--- src/design/lobm_ram.sv ---
// ----------------------------------------------------------------------------
// Generic RAM
// One write port, one read port, registered read data.
// ----------------------------------------------------------------------------
`default_nettype none

module lobm_ram #(
  parameter int Width = 8,
  parameter int Depth = 16
) (
  input  wire logic                                     clk_i,
  input  wire logic                                     we_i,
  input  wire logic [((Depth > 1) ? $clog2(Depth) : 1)-1:0] waddr_i,
  input  wire logic [Width-1:0]                         wdata_i,
  input  wire logic [((Depth > 1) ? $clog2(Depth) : 1)-1:0] raddr_i,
  output logic      [Width-1:0]                         rdata_o
);

  logic [Width-1:0] mem_q [Depth];
  logic [Width-1:0] rdata_q;

  // write and registered read
  always_ff @(posedge clk_i) begin
    if (we_i) begin
      mem_q[waddr_i] <= wdata_i;
    end
    rdata_q <= mem_q[raddr_i];
  end

  assign rdata_o = rdata_q;

endmodule

`default_nettype wire

--- config.mk ---
export PLATFORM = sky130hd
export DESIGN_NAME = lobm_ram
export DESIGN_NICKNAME = d
export VERILOG_FILES = /design/src/design/lobm_ram.sv
export SDC_FILE = /design/constraint.sdc
export NUM_CORES = 1
export LEC_CHECK = 0
export BUFFER_PORTS_ARGS = -buffer_cell sky130_fd_sc_hd__buf_2
export CELL_PAD_IN_SITES_DETAIL_PLACEMENT = 0
export CELL_PAD_IN_SITES_GLOBAL_PLACEMENT = 2
export CORE_ASPECT_RATIO = 0.6
export CORE_MARGIN = 2
export CORE_UTILIZATION = 54
export CTS_BUF_LIST = sky130_fd_sc_hd__clkbuf_8
export DETAILED_ROUTE_END_ITERATION = 8
export GPL_TIMING_DRIVEN = 1
export PLACE_DENSITY = 0.91
export SYNTH_ARGS = -nofsm -noshare
export SYNTH_HDL_FRONTEND = slang
export SYNTH_SLANG_ARGS = --single-unit
--- constraint.sdc ---
create_clock -name clk_i -period 3.6 [get_ports clk_i]
set_input_delay 0.36 -clock clk_i [delete_from_list [all_inputs] [get_ports clk_i]]
set_output_delay 0.36 -clock clk_i [all_outputs]
set_load 0.01 [all_outputs]
==> flow_summary.toml <==
[clocking]
cts-root-buf = "clkbuf_8"
cts_tree = "yes"
clockBufferDepth = 2
htree_levels = 4
cts_setup_buffers = 0
clkLatencyLatePin_ns = 0.43
cts_num_sinks = 136
numCtsBuffers = 17
postCtsHoldBufs = 0
clk_pin_slew_ns = 0.07
ctsResizeCount = 0

[power]
leakagePower_nw = 1.94
power_density_nw_per_um2 = 561
ir_drop_v = 0.000357

[logic_synthesis]
synth_edf_count = 128
synth_area_leaders = "edfxtp_1 (75%), mux4_2 (7.9%), mux4_1 (7.1%)"
syn_area_um2 = 5150
synth_common_cells = "edfxtp_1 (128), mux4_2 (18), a22oi_1 (16)"
synth_seq_cells = 136
syn_nets = 247
synthMostInstantiatedCell = "edfxtp_1"
synth_top_cell_by_area = "edfxtp_1"
synthCells = 229
ys.flop_type = "edfxtp_1"
yosysWarningCount = 0
ys_seq_area_share_pct = 77.8
synth_top_area_share_pct = 74.7
syn_area_per_cell_um2 = 22.5
synthArstFlopShare_pct = 0
synthDistinctLibCells = 19

[grt]
grt_pass1_wl_mm = 14.5
grt_pass1_vias = 2401
grt_usage_pct = 20.7
grt_max_degree = 33
overflow = 0
grt_antenna_before_repair = 0

[timing]
slew-limit-headroom_pct = 32.5
tns_ns = 0
rsz0062_at_grt = "false"
finalHoldViolations = 0
drv_slew = 0
finalSetupViolations = 0
tightest_slew_ns = 1.01
skew_ns = 0.00765
fmax_ghz = 0.622
period_share_pct = 44.6
period_needed_ns = 1.61

[detailed_routing]
viasPerCell = 5.76
drt_iter0_drc = 281
antenna_left = 0
finalWirelength_mm = 9.47
vias = 2368
dr.pass1.iters = 6
drc = 0
wl_per_cell_um = 23.0

[cells_and_area]
syn_to_final_growth_pct = 13.0
drive_gt1_share_pct = 28.5
antennaDiodeCount = 0
nFillCells = 638
stdcell_count = 411
num-nets-final = 286

[floorplanning]
initial_utilization_pct = 55.8
pin_count = 26
die_w_um = 130
die_h_um = 79.6
die-area_um2 = 10400
core_region_area_um2 = 9220
rows = 27

[job]
maxCapViolCount = 0

[critical_path]
path_buf_inv = 2
timing.critical_path.from_type = "input port"
slowest_stage = "mux4_1"
worstPathRequired_ns = 3.92
path_max_fanout = 32
worstSetupPathType = "in -> reg"
r2r_setup_slack_ns = 2.26
crit_family = "multiplexers"
arrival_ns = 1.93
slowest_delay_ns = 0.67
critical_path.cell_chain = "buf_2, buf_4, mux4_1, a22oi_1, nand2_1"
worst_setup_path_end_kind = "register"

[placement]
globalplace.congestion = 0.795
dp_cells = 379
hpwlAfterDp_mm = 5.77
numPortBuffers = 25

[run_status]
status = "finished, final reports clean"

[min_path]
worstHoldPathType = "in -> reg"
-- through the flow --
step | total power, mW | instance area, um^2 | utilization, % | hold WS (ns) | worst slack [ns]
5_1_grt | 3.37 | 5820 | 63.1 | 0.283 | 1.90
4_1_cts | 3.28 | 5820 | 63.1 | 0.290 | 1.99
3_5_place_dp | 1.97 | 5390 | 58.4 | 0.660 | 1.54
3_3_place_gp | 1.97 | 5390 | 58.4 | 0.653 | 1.54
6_report | 3.26 | 5820 | 63.1 | 0.305 | 1.99
2_1_floorplan | 1.91 | 5150 | - | 0.459 | 1.75
-- sequential cells by signal (all words and copies together) (netlist names) --
signal / count
mem_q: 128
rdata_o: 8
-- metal layers --
metal  vias up  global-route usage [%]  part of all wire [%]
met4         0                    4.52                  0.46
met5         -                       0                     0
met2        95                    29.1                    44
met1      1217                    31.3                    48
met3         6                    7.84                   7.8
li1       1050                       -                     -
-- cell families after synthesis --
group	Yosys count	share of synthesized area, %
buf+inv	10	1.68
compound gates	16	2.33
flops	136	77.8
simple gates	35	3.18
mux	32	15.0
-- cell usage in the layout, fill, tap and decap left out --
| cell | netlist | routed |
|---|---|---|
| edfxtp_1 | 128 | 128 |
| buf_2 | 3 | 25 |
| mux4_2 | 18 | 18 |
| clkbuf_8 | 0 | 18 |
| a22oi_1 | 16 | 16 |
| mux4_1 | 14 | 14 |
| nor2_1 | 13 | 13 |
| nand2_1 | 9 | 9 |
| dfxtp_1 | 8 | 8 |
| clkinv_2 | 0 | 5 |
| buf_4 | 1 | 5 |
| nor3_1 | 4 | 4 |
| bufinv_16 | 0 | 4 |
| nand3b_1 | 2 | 2 |
| nand2b_1 | 2 | 2 |
| clkinvlp_4 | 0 | 2 |
| clkinv_4 | 0 | 2 |
| nor2b_1 | 1 | 1 |
| and2_1 | 1 | 1 |
| and2b_1 | 1 | 1 |
| nand3_1 | 1 | 1 |
| or3b_2 | 1 | 1 |
| inv_1 | 0 | 1 |
-- worst paths after layout --
path                                        startpoint               endpoint  cells after the start
worst max-delay path                        raddr_i[0]     rdata_o[4]$_DFF_P_                      5
worst min-delay path                        wdata_i[0]  mem_q[4][0]$_DFFE_PP_                      1
worst max register to register  mem_q[10][4]$_DFFE_PP_     rdata_o[4]$_DFF_P_                      3
worst min register to register   mem_q[7][1]$_DFFE_PP_     rdata_o[1]$_DFF_P_                      3
-- final cells by class --
type,count,area (um^2),share of cell area (%)
Clock buffer,18,248,4.26
Clock inverter,14,181,3.12
Multi-Input combinational cell,83,1060,18.2
Sequential cell,136,4000,68.8
Tap cell,130,163,2.80
Timing Repair Buffer,30,163,2.80
-- report_power, final --
| group | internal [mW] | switching (mW) |
|---|---|---|
| sequential | 1.77 | 0.0104 |
| combinational | 0.0644 | 0.0915 |
| clock | 0.765 | 0.563 |
Note: power is estimated with default switching activity, not from simulation.
