<file path="config.mk">
export PLATFORM = sky130hd
export DESIGN_NAME = lobm_scan
export DESIGN_NICKNAME = d
export VERILOG_FILES = /design/src/design/lobm_pkg.sv /design/src/design/lobm_scan.sv
export SDC_FILE = /design/constraint.sdc
export NUM_CORES = 1
export LEC_CHECK = 0
export BUFFER_PORTS_ARGS = -buffer_cell sky130_fd_sc_hd__buf_2
export CAP_MARGIN = 20
export CORE_MARGIN = 2
export CORE_UTILIZATION = 30
export DETAILED_ROUTE_END_ITERATION = 10
export PLACE_DENSITY = 0.62
export SYNTH_ARGS = -nofsm -noshare
export SYNTH_HDL_FRONTEND = slang
export SYNTH_SLANG_ARGS = --single-unit
</file>
<file path="constraint.sdc">
create_clock -name vclk -period 2.1
set_input_delay 0.21 -clock vclk [all_inputs]
set_output_delay 0.21 -clock vclk [all_outputs]
set_load 0.005 [all_outputs]
</file>
<file path="src/design/lobm_pkg.sv">
// ----------------------------------------------------------------------------
// Limit order book matcher package
// Shared codes, item layouts and the bit-scan result type.
// ----------------------------------------------------------------------------
`default_nettype none

package lobm_pkg;

  localparam int PRICE_W    = 32;
  localparam int QTY_W      = 32;
  localparam int ID_W       = 32;
  localparam int STATUS_W   = 3;
  localparam int MAP_WORD_W = 32;
  localparam int MAP_BIT_W  = 5;
  localparam int CFG_DATA_W = 32;
  localparam int CFG_ADDR_W = 3;

  localparam logic [MAP_BIT_W-1:0] BIT_TOP    = 5'd31;
  localparam logic [MAP_BIT_W-1:0] BIT_BOTTOM = 5'd0;

  // operation codes
  localparam logic OP_NEW    = 1'b0;
  localparam logic OP_CANCEL = 1'b1;

  // side codes
  localparam logic SIDE_BUY  = 1'b0;
  localparam logic SIDE_SELL = 1'b1;

  // order kinds
  localparam logic KIND_LIMIT  = 1'b0;
  localparam logic KIND_MARKET = 1'b1;

  // result status codes
  localparam logic [STATUS_W-1:0] STAT_RESTED    = 3'd0;
  localparam logic [STATUS_W-1:0] STAT_FILLED    = 3'd1;
  localparam logic [STATUS_W-1:0] STAT_DROPPED   = 3'd2;
  localparam logic [STATUS_W-1:0] STAT_OUTSIDE   = 3'd3;
  localparam logic [STATUS_W-1:0] STAT_FULL      = 3'd4;
  localparam logic [STATUS_W-1:0] STAT_CANCELLED = 3'd5;
  localparam logic [STATUS_W-1:0] STAT_NOTFOUND  = 3'd6;

  // configuration register byte addresses
  localparam logic [CFG_ADDR_W-1:0] ADDR_FIXED_WINDOW = 3'd0;

  // one resting order in a level queue
  typedef struct packed {
    logic [ID_W-1:0]  id;
    logic [QTY_W-1:0] qty;
  } qent_t;

  // one order tracker entry
  typedef struct packed {
    logic               active;
    logic               side;
    logic [PRICE_W-1:0] price;
  } trk_t;

  // bit-scan result
  typedef struct packed {
    logic                 found;
    logic [MAP_BIT_W-1:0] pos;
  } scan_res_t;

endpackage

`default_nettype wire

</file>
<file path="src/design/lobm_scan.sv">
// ----------------------------------------------------------------------------
// Level bitmap scanner
// Finds the highest set bit at or below a position, or the lowest at or above.
// ----------------------------------------------------------------------------
`default_nettype none

module lobm_scan
  import lobm_pkg::*;
(
  input  wire logic [MAP_WORD_W-1:0] word_i,
  input  wire logic [MAP_BIT_W-1:0]  from_i,
  input  wire logic                  dir_i,   // SIDE_BUY: highest, SIDE_SELL: lowest
  output scan_res_t                  res_o
);

  logic [MAP_WORD_W-1:0] masked;

  // keep only bits on the search side of the start position
  always_comb begin
    for (int i = 0; i < MAP_WORD_W; i++) begin
      if (dir_i == SIDE_BUY) begin
        masked[i] = word_i[i] && (MAP_BIT_W'(i) <= from_i);
      end else begin
        masked[i] = word_i[i] && (MAP_BIT_W'(i) >= from_i);
      end
    end
  end

  // priority encode toward the search direction
  always_comb begin
    res_o = '0;
    if (dir_i == SIDE_BUY) begin
      for (int i = 0; i < MAP_WORD_W; i++) begin
        if (masked[i]) begin
          res_o.found = 1'b1;
          res_o.pos   = MAP_BIT_W'(i);
        end
      end
    end else begin
      for (int i = MAP_WORD_W - 1; i >= 0; i--) begin
        if (masked[i]) begin
          res_o.found = 1'b1;
          res_o.pos   = MAP_BIT_W'(i);
        end
      end
    end
  end

endmodule

`default_nettype wire

</file>
==> reports/metrics.cfg, run 1 <==
[logic_synthesis]
synth.yosys.seq_area_share_pct=0
yosys_warnings=0
synth_top_family_by_area=compound AO/OA/AOI/OAI gates
syn_area_um2=1710
synth-simple-area-share_pct=41.5
synth_xor_area_share_pct=0
ys_types=66
synth_nets=315
synthMuxAreaShare_pct=0
yosys.area.top_type=nand2_1
synth_top_area_share_pct=7.70
synthAdderAreaFrac_pct=0
syn_area_per_cell_um2=6.16
synthCells=277
synthTopCellsByArea=nand2_1, a21oi_1, nor2_1, nand3_1, o211ai_1
synth_compound_area_share_pct=47.5

[die]
die_x_um=79.4
fp-row-count=27
core_area_um2=5510
die_area_um2=6300
io_pins=44
start_util_pct=31.0
die_y_um=79.4

[route]
drc_errors=0
wl_mm=7.29
wire_per_inst_um=15.7
via_count=2696
firstDrtPassIters=4
via_per_inst=5.80
ant_nets=0
drt-initial-drc-count=256

[timing]
fin_crit_ps=2400
hold_violations=0
rsz0062_at_grt=true
setup_violations=5
timing.final.crit_share_pct=114
final.setup.tns_ps=-771
fin_ws_ps=-303
slew_viol_final=0
timing.fmax_mhz=416
relSlewSlack_pct=64.2
worst_pin_slew_ps=534

[final_layout]
seq_area_um2=0
nFlopsAndLatches=0
utilization_pct=55.2
final_cell_area_um2=3040
drive_above_1_share_pct=53.4
area_growth_syn_to_layout_pct=78.3
n_clock_buffer=0
mostFrequentLayoutCell=buf_4
nNetsFinal=433
diodes=0
final_cell_mix=buf_4, buf_2, nand2_1
fin_cells=465
nFillCells=523

[place]
hpwlAfterDp_mm=5.59
placed_area_um2=2550
gp_congestion=0.935
dp.cells=460
port-buffer-count=44

[global_routing]
grt_pass1_vias=2560
antenna_found_initial=0
grt_usage_pct=22.8
overflow=0
grt_max_degree=19
grt_pass1_wl_mm=11.9

[power_and_ir_drop]
p_per_area_nw_per_um2=248
total_power_uw=755
p_switching_uw=378
vdd_drop_max_mv=0.109
clkPwrFrac_pct=0
combinationalPowerShare_pct=100.0
p_seq_share_pct=0
p_leak_nw=1.36
p_int_uw=377
p_sw_share_pct=50.1

[run_status]
violations=setup timing
status=complete, but fails checks

[job]
max-cap-violations=0

[worst_setup_path]
arrival_ps=2190
crit_type=in -> out
cp.required_ps=1890
endpoint_kind=output pin
cp-start-kind=input pin
cp_max_fo=8

[min_path]
worstHoldPathType=in -> out
hp-start=dir_i
whs_path_depth=4
hold_end=res_o[4]

[cts]
cts_hold_buf=0

how the worst max path moves through the flow:
stage | start | endpoint | slack [ps] | depth (start not counted)
after global placement | from_i[2] | res_o[1] | -350 | 10
after global routing | from_i[4] | res_o[0] | -410 | 11
after detailed placement | from_i[3] | res_o[0] | -370 | 11
after floorplan | from_i[3] | res_o[0] | 10 | 9
after CTS | from_i[4] | res_o[0] | -240 | 11
final | from_i[4] | res_o[0] | -300 | 11
worst max-delay path, stage by stage:
cell and delay [ps]:
buf_12 110, buf_12 130, or4_4 520, o211ai_2 230, nor3_1 70, nor2_1 110
o311ai_1 100, a31oi_1 150, o22ai_1 80, or3_1 340, buf_2 140
cell families after synthesis:
kind of cell    after synthesis
compound gates              114
buf+inv                      30
simple gates                133
cells in the mapped netlist (2+ instances only):
library cell / count
or3_1: 4
o21ai_0: 13
o221ai_1: 4
o211a_1: 3
o22ai_1: 7
or2_2: 2
nand2_1: 35
nor2_1: 25
o21a_1: 2
buf_2: 11
nor4_1: 2
and3_1: 4
a31oi_1: 7
a21oi_1: 25
buf_4: 4
a21o_1: 5
or2_1: 4
or3_4: 2
nor2b_1: 5
o211ai_2: 3
buf_6: 6
nor3_1: 5
o211ai_1: 9
nand2b_1: 9
o31ai_1: 2
o21ai_2: 3
o311ai_1: 2
nand4_1: 8
o21ai_1: 5
inv_1: 7
a211oi_1: 4
nand3_1: 15
or4_4: 2
area by class of cell:
cell class	count	area [um2]	share of cell area (%)
Multi-Input combinational cell	247	1830	60.3
Timing Repair Buffer	138	1090	35.8
Tap cell	72	90.1	2.96
Inverter	8	30.0	0.988
per-layer routing:
layer | share of wire (%) | GRT usage [%] | up-vias | wire length (um)
li1 | - | - | 1297 | -
met1 | 44 | 30.7 | 1270 | 3170
met2 | 48 | 39.5 | 112 | 3470
met3 | 6.2 | 0.905 | 17 | 449
met4 | 2.7 | 6.38 | 0 | 196
met5 | 0 | 0 | - | 0
stage by stage:
step                setup WS, ps  hold slack [ps]
detailed placement          -374              951
CTS                         -242              929
global placement            -354              946
floorplan                   10.0              646
finish                      -303              917
global route                -411              943
what timing repair did:
action	in CTS	in global routing
setup buffers	3	0
endpoints found under the hold margin	0	0
pin swaps	36	5
setup endpoints to repair	6	6
resized for setup	77	23
cloned	2	0
power groups by stage:
| stage | registers (mW) | clock network [mW] | logic, mW |
|---|---|---|---|
| 2_1_floorplan | 0 | 0 | 0.334 |
| 3_3_place_gp | 0 | 0 | 0.599 |
| 3_5_place_dp | 0 | 0 | 0.606 |
| 4_1_cts | 0 | 0 | 0.714 |
| 5_1_grt | 0 | 0 | 0.815 |
| 6_report | 0 | 0 | 0.755 |
Power figures use the tool's default switching activity.
==> run 2, diff against run 1 <==
- CORE_MARGIN: 2 -> 1.5
==> reports/metrics.cfg, run 2 (same netlist as run 1, synthesis figures left out) <==
[run_status]
status=complete, but fails checks
violations=setup timing

[worst_setup_path]
cpMaxStageDelayCell=a211oi_1
cp-start-kind=input pin
max_stage_delay_ps=370  ; -150 ps
cp_max_fo=9  ; +1
arrival_ps=2190  ; about the same
endpoint_kind=output pin
cp.buffers_inverters=3  ; unchanged
crit_type=in -> out
cp.required_ps=1890  ; about the same
crit_family=compound AO/OA/AOI/OAI gates
path_common_cell=buf_6
crit_chain=buf_6 -> buf_6 -> a21o_1 -> a211oi_1 -> a31oi_2 -> nor2b_1 -> o221ai_1 -> a31oi_1 -> o22ai_1 -> or3_1 -> buf_2

[timing]
relSlewSlack_pct=73.3  ; +9.1 points
timing.fmax_mhz=417  ; +0.14%
fin_ws_ps=-300  ; +3.36 ps
fin_crit_ps=2400  ; -3.36 ps
slew_viol_final=0  ; unchanged
hold_violations=0  ; unchanged
rsz0062_at_grt=true
worst_pin_slew_ps=396  ; -138 ps
holdWs_ps=918  ; +0.840 ps
final.setup.tns_ps=-1010  ; -239 ps
timing.final.crit_share_pct=114  ; -0.16 points
setup_violations=6  ; +1

[final_layout]
nNetsFinal=446  ; +3.0%
final_cell_mix=buf_4, buf_2, nand2_1
area_growth_syn_to_layout_pct=80.6
seq_area_um2=0  ; unchanged
diodes=0  ; unchanged
drive_above_1_share_pct=51.0  ; -2.4 points
mostFrequentLayoutCell=buf_4
final_cell_area_um2=3080  ; +1.3%
nFlopsAndLatches=0  ; unchanged
n_clock_buffer=0  ; unchanged

[power_and_ir_drop]
total_power_uw=765  ; +1.4%
vdd_drop_max_mv=0.128  ; +18%
p_leak_nw=1.41  ; +4.2%
p_per_area_nw_per_um2=248  ; about the same

[place]
hpwlAfterDp_mm=5.58  ; -0.17%
placed_area_um2=2510  ; -1.7%
gp_congestion=0.977  ; +4.5%
port-buffer-count=44  ; unchanged
place_ws_ps=-339  ; +35.0 ps

[die]
fp-row-count=27  ; unchanged
die_y_um=78.4  ; -1.3%
io_pins=44  ; unchanged
core_area_um2=5510  ; unchanged
start_util_pct=31.0  ; unchanged
die_area_um2=6150  ; -2.5%
die_x_um=78.4  ; -1.3%

[route]
drt-initial-drc-count=218  ; -15%
wire_per_inst_um=16.6  ; +6.0%
ant_nets=0  ; unchanged
wl_mm=7.94  ; +8.9%
via_per_inst=5.85  ; +0.85%
drc_errors=0  ; unchanged
via_count=2795  ; +3.7%
firstDrtPassIters=5  ; +1

[global_routing]
grt_pass1_vias=2744  ; +7.2%
top_usage_layer=met2
grt_max_degree=18  ; -1
use_met3_pct=1.98  ; +1.1 points
grt_pass1_wl_mm=13.2  ; +11%
grt_usage_pct=26.2  ; +3.4 points
grtUsageMet1_pct=32.6  ; +1.9 points
antenna_found_initial=0  ; unchanged
overflow=0  ; unchanged
grt.met2_usage_pct=48.5  ; +9.0 points

[job]
max-cap-violations=0  ; unchanged

[cts]
cts_hold_buf=0  ; unchanged

[min_path]
worstHoldPathType=in -> out

## run 2: cell count changes in the layout (fill, tap and decap cells not counted), sizes merged
| cell | change |
|---|---|
| buf | +13 |
## run 2: final cells by class
class / instances / area, um2
fill: 506 / 2430
inverter: 8 / 30.0
multi-input combinational: 247 / 1730
tap: 72 / 90.1
timing repair buffer: 151 / 1230
## run 2: routing by layer
metal / share of wire (%) / vias to the layer above
met5: 0 / -
met4: 1.9 / 0
met3: 6.1 / 12
met2: 50 / 152
met1: 42 / 1311
li1: - / 1320
## run 2: worst paths after layout
| check | start | endpoint | slack (ps) | cells after the start |
|---|---|---|---|---|
| setup / recovery | from_i[1] | res_o[0] | -300 | 11 |
| hold / removal | word_i[0] | res_o[4] | 920 | 5 |
## run 2: repair_timing
item / 4_1_cts / 5_1_grt
pin swaps: 36 / 5
gates cloned: 3 / 0
endpoints found under the setup margin: 6 / 6
setup buffers: 19 / 0
resized for setup: 74 / 4
## run 2: where the power goes
part           leakage, nW  internal (mW)  switching (mW)
logic                 1.41          0.389           0.376
registers                0              0               0
clock network            0              0               0
total                 1.41          0.389           0.376
## run 2: metrics by stage
stage	util, %	cells
after floorplan	-	277
after global placement	45.6	456
after detailed placement	45.6	456
after CTS	55.6	478
after global routing	55.9	478
final	55.9	478
## run 2: worst min-delay path, delay by kind of cell
kind                   cells  cell delay [ps]
and+or+nand+nor            1              120
AOI/OAI and AO/OA          2              160
buffers and inverters      2              220
==> run 3, diff against run 2 <==
- BUFFER_PORTS_ARGS: -buffer_cell sky130_fd_sc_hd__buf_2 -> default
- DONT_BUFFER_PORTS: default -> 1
- PLACE_DENSITY: 0.62 -> 0.54
- SETUP_SLACK_MARGIN: default -> 0.5
- clock period: 2.1 -> 2.92 ns (I/O delays scaled with it)
==> reports/metrics.cfg, run 3 (same netlist as run 1, synthesis figures left out) <==
[min_path]
hp-start=dir_i
hold_end=res_o[3]
whs_path_depth=1  ; -4
worstHoldPathType=in -> out

[route]
ant_nets=0  ; unchanged
via_per_inst=6.34  ; +8.4%
drt-initial-drc-count=252  ; +16%
via_count=2104  ; -25%
drc_errors=0  ; unchanged
wl_mm=6.01  ; -24%
firstDrtPassIters=5  ; unchanged
wire_per_inst_um=18.1  ; +9.0%

[power_and_ir_drop]
p_leak_nw=0.618  ; -56%
vdd_drop_max_mv=0.0306  ; -76%
combinationalPowerShare_pct=100.0  ; about the same
p_sw_share_pct=58.8  ; +9.7 points
p_int_uw=108  ; -72%
p_per_area_nw_per_um2=152  ; -39%
p_seq_share_pct=0  ; unchanged
p_switching_uw=154  ; -59%
clkPwrFrac_pct=0  ; unchanged

[final_layout]
nFlopsAndLatches=0  ; unchanged
drive_above_1_share_pct=12.7  ; -38 points
multi_input_area_um2=1550  ; -10%
nNetsFinal=300  ; -33%
mostFrequentLayoutCell=nand2_1
nFillCells=628  ; +24%
n_clock_buffer=0  ; unchanged
diodes=0  ; unchanged
final_cell_mix=nand2_1, a21oi_1, nor2_1
seq_area_um2=0  ; unchanged
area_growth_syn_to_layout_pct=0.513

[die]
io_pins=44  ; unchanged
die_x_um=78.4  ; unchanged
start_util_pct=31.0  ; unchanged
die_area_um2=6150  ; unchanged
fp-row-count=27  ; unchanged
core_area_um2=5510  ; unchanged
die_y_um=78.4  ; unchanged

[place]
gp_congestion=0.922  ; -5.6%
port-buffer-count=0  ; -100%
hpwlAfterDp_mm=4.49  ; -20%
place_ws_ps=575  ; +914 ps

[worst_setup_path]
arrival_ps=2110  ; -80 ps
cp_max_fo=50  ; +41
cp.required_ps=2630  ; +740 ps
cp-start-kind=input pin
endpoint_kind=output pin
crit_type=in -> out

[timing]
slew_viol_final=0  ; unchanged
rsz0062_at_grt=false
worst_pin_slew_ps=468  ; +72.3 ps
timing.fmax_mhz=417
relSlewSlack_pct=68.5  ; -4.8 points
final.setup.tns_ps=0  ; +1010 ps
setup_violations=0  ; -6
hold_violations=0  ; unchanged
fin_crit_ps=2400
timing.final.crit_share_pct=82.2
fin_ws_ps=520  ; +820 ps
holdWs_ps=665  ; -253 ps

[job]
max-cap-violations=0  ; unchanged

[global_routing]
grt_max_degree=51  ; +33
grt_usage_pct=18.9  ; -7.3 points
antenna_found_initial=0  ; unchanged
grt_pass1_vias=1840  ; -33%
overflow=0  ; unchanged
grt_pass1_wl_mm=9.51  ; -28%

[run_status]
status=completed

[run 3: cell types whose count changed in the layout (fill, tap and decap cells not counted), moves of 4 or more]
cell / before / now
buf_4: 91 / 5
buf_2: 38 / 0
buf_6: 10 / 0
a21oi_1: 20 / 25
a21oi_2: 5 / 0
buf_8: 5 / 0
buf_12: 4 / 0
[run 3: worst max path at each step]
stage / startpoint / to / slack [ps] / cells after the start
2_1_floorplan: from_i[3] / res_o[0] / 670 / 9
3_3_place_gp: from_i[1] / res_o[3] / 560 / 8
3_5_place_dp: from_i[0] / res_o[0] / 580 / 8
4_1_cts: from_i[0] / res_o[0] / 570 / 8
5_1_grt: dir_i / res_o[0] / 490 / 8
6_report: dir_i / res_o[0] / 520 / 8
[run 3: repair_timing]
action,4_1_cts,5_1_grt
endpoints found under the setup margin,0,4
hold buffers,0,0
gates resized for setup,0,8
setup buffers,0,4
[run 3: metal layers]
metal / track usage [%] / wire length [um] / vias to the layer above
li1: - / - / 1030
met1: 25.5 / 2510 / 959
met2: 32.2 / 2810 / 105
met3: 2.67 / 531 / 10
met4: 3.39 / 155 / 0
met5: 0 / 0 / -
[run 3: per-stage QoR]
step                      area (um2)  power (mW)  util (%)  instances
after floorplan                 1710       0.240         -        277
after global placement          1650       0.243      29.9        328
after detailed placement        1650       0.246      29.9        328
after CTS                       1650       0.247      29.9        328
after global routing            1710       0.291      31.1        332
final                           1710       0.261      31.1        332
[run 3: critical path, cell delays in order]
cell and delay (ps):
or3_4 390, o221ai_1 400, o21ai_1 120, nor2_1 130
o311ai_1 140, a31oi_1 200, o22ai_1 80, or3_1 350
[run 3: final cells by class]
type                            instances  area share (%)
Inverter                                8            1.97
Tap cell                               72            5.26
Multi-Input combinational cell        247            90.6
Timing Repair Buffer                    5            2.19
[run 3: power groups by stage]
stage / Sequential, mW / Combinational [mW] / Clock (mW)
2_1_floorplan: 0 / 0.240 / 0
3_3_place_gp: 0 / 0.243 / 0
3_5_place_dp: 0 / 0.246 / 0
4_1_cts: 0 / 0.247 / 0
5_1_grt: 0 / 0.291 / 0
6_report: 0 / 0.261 / 0
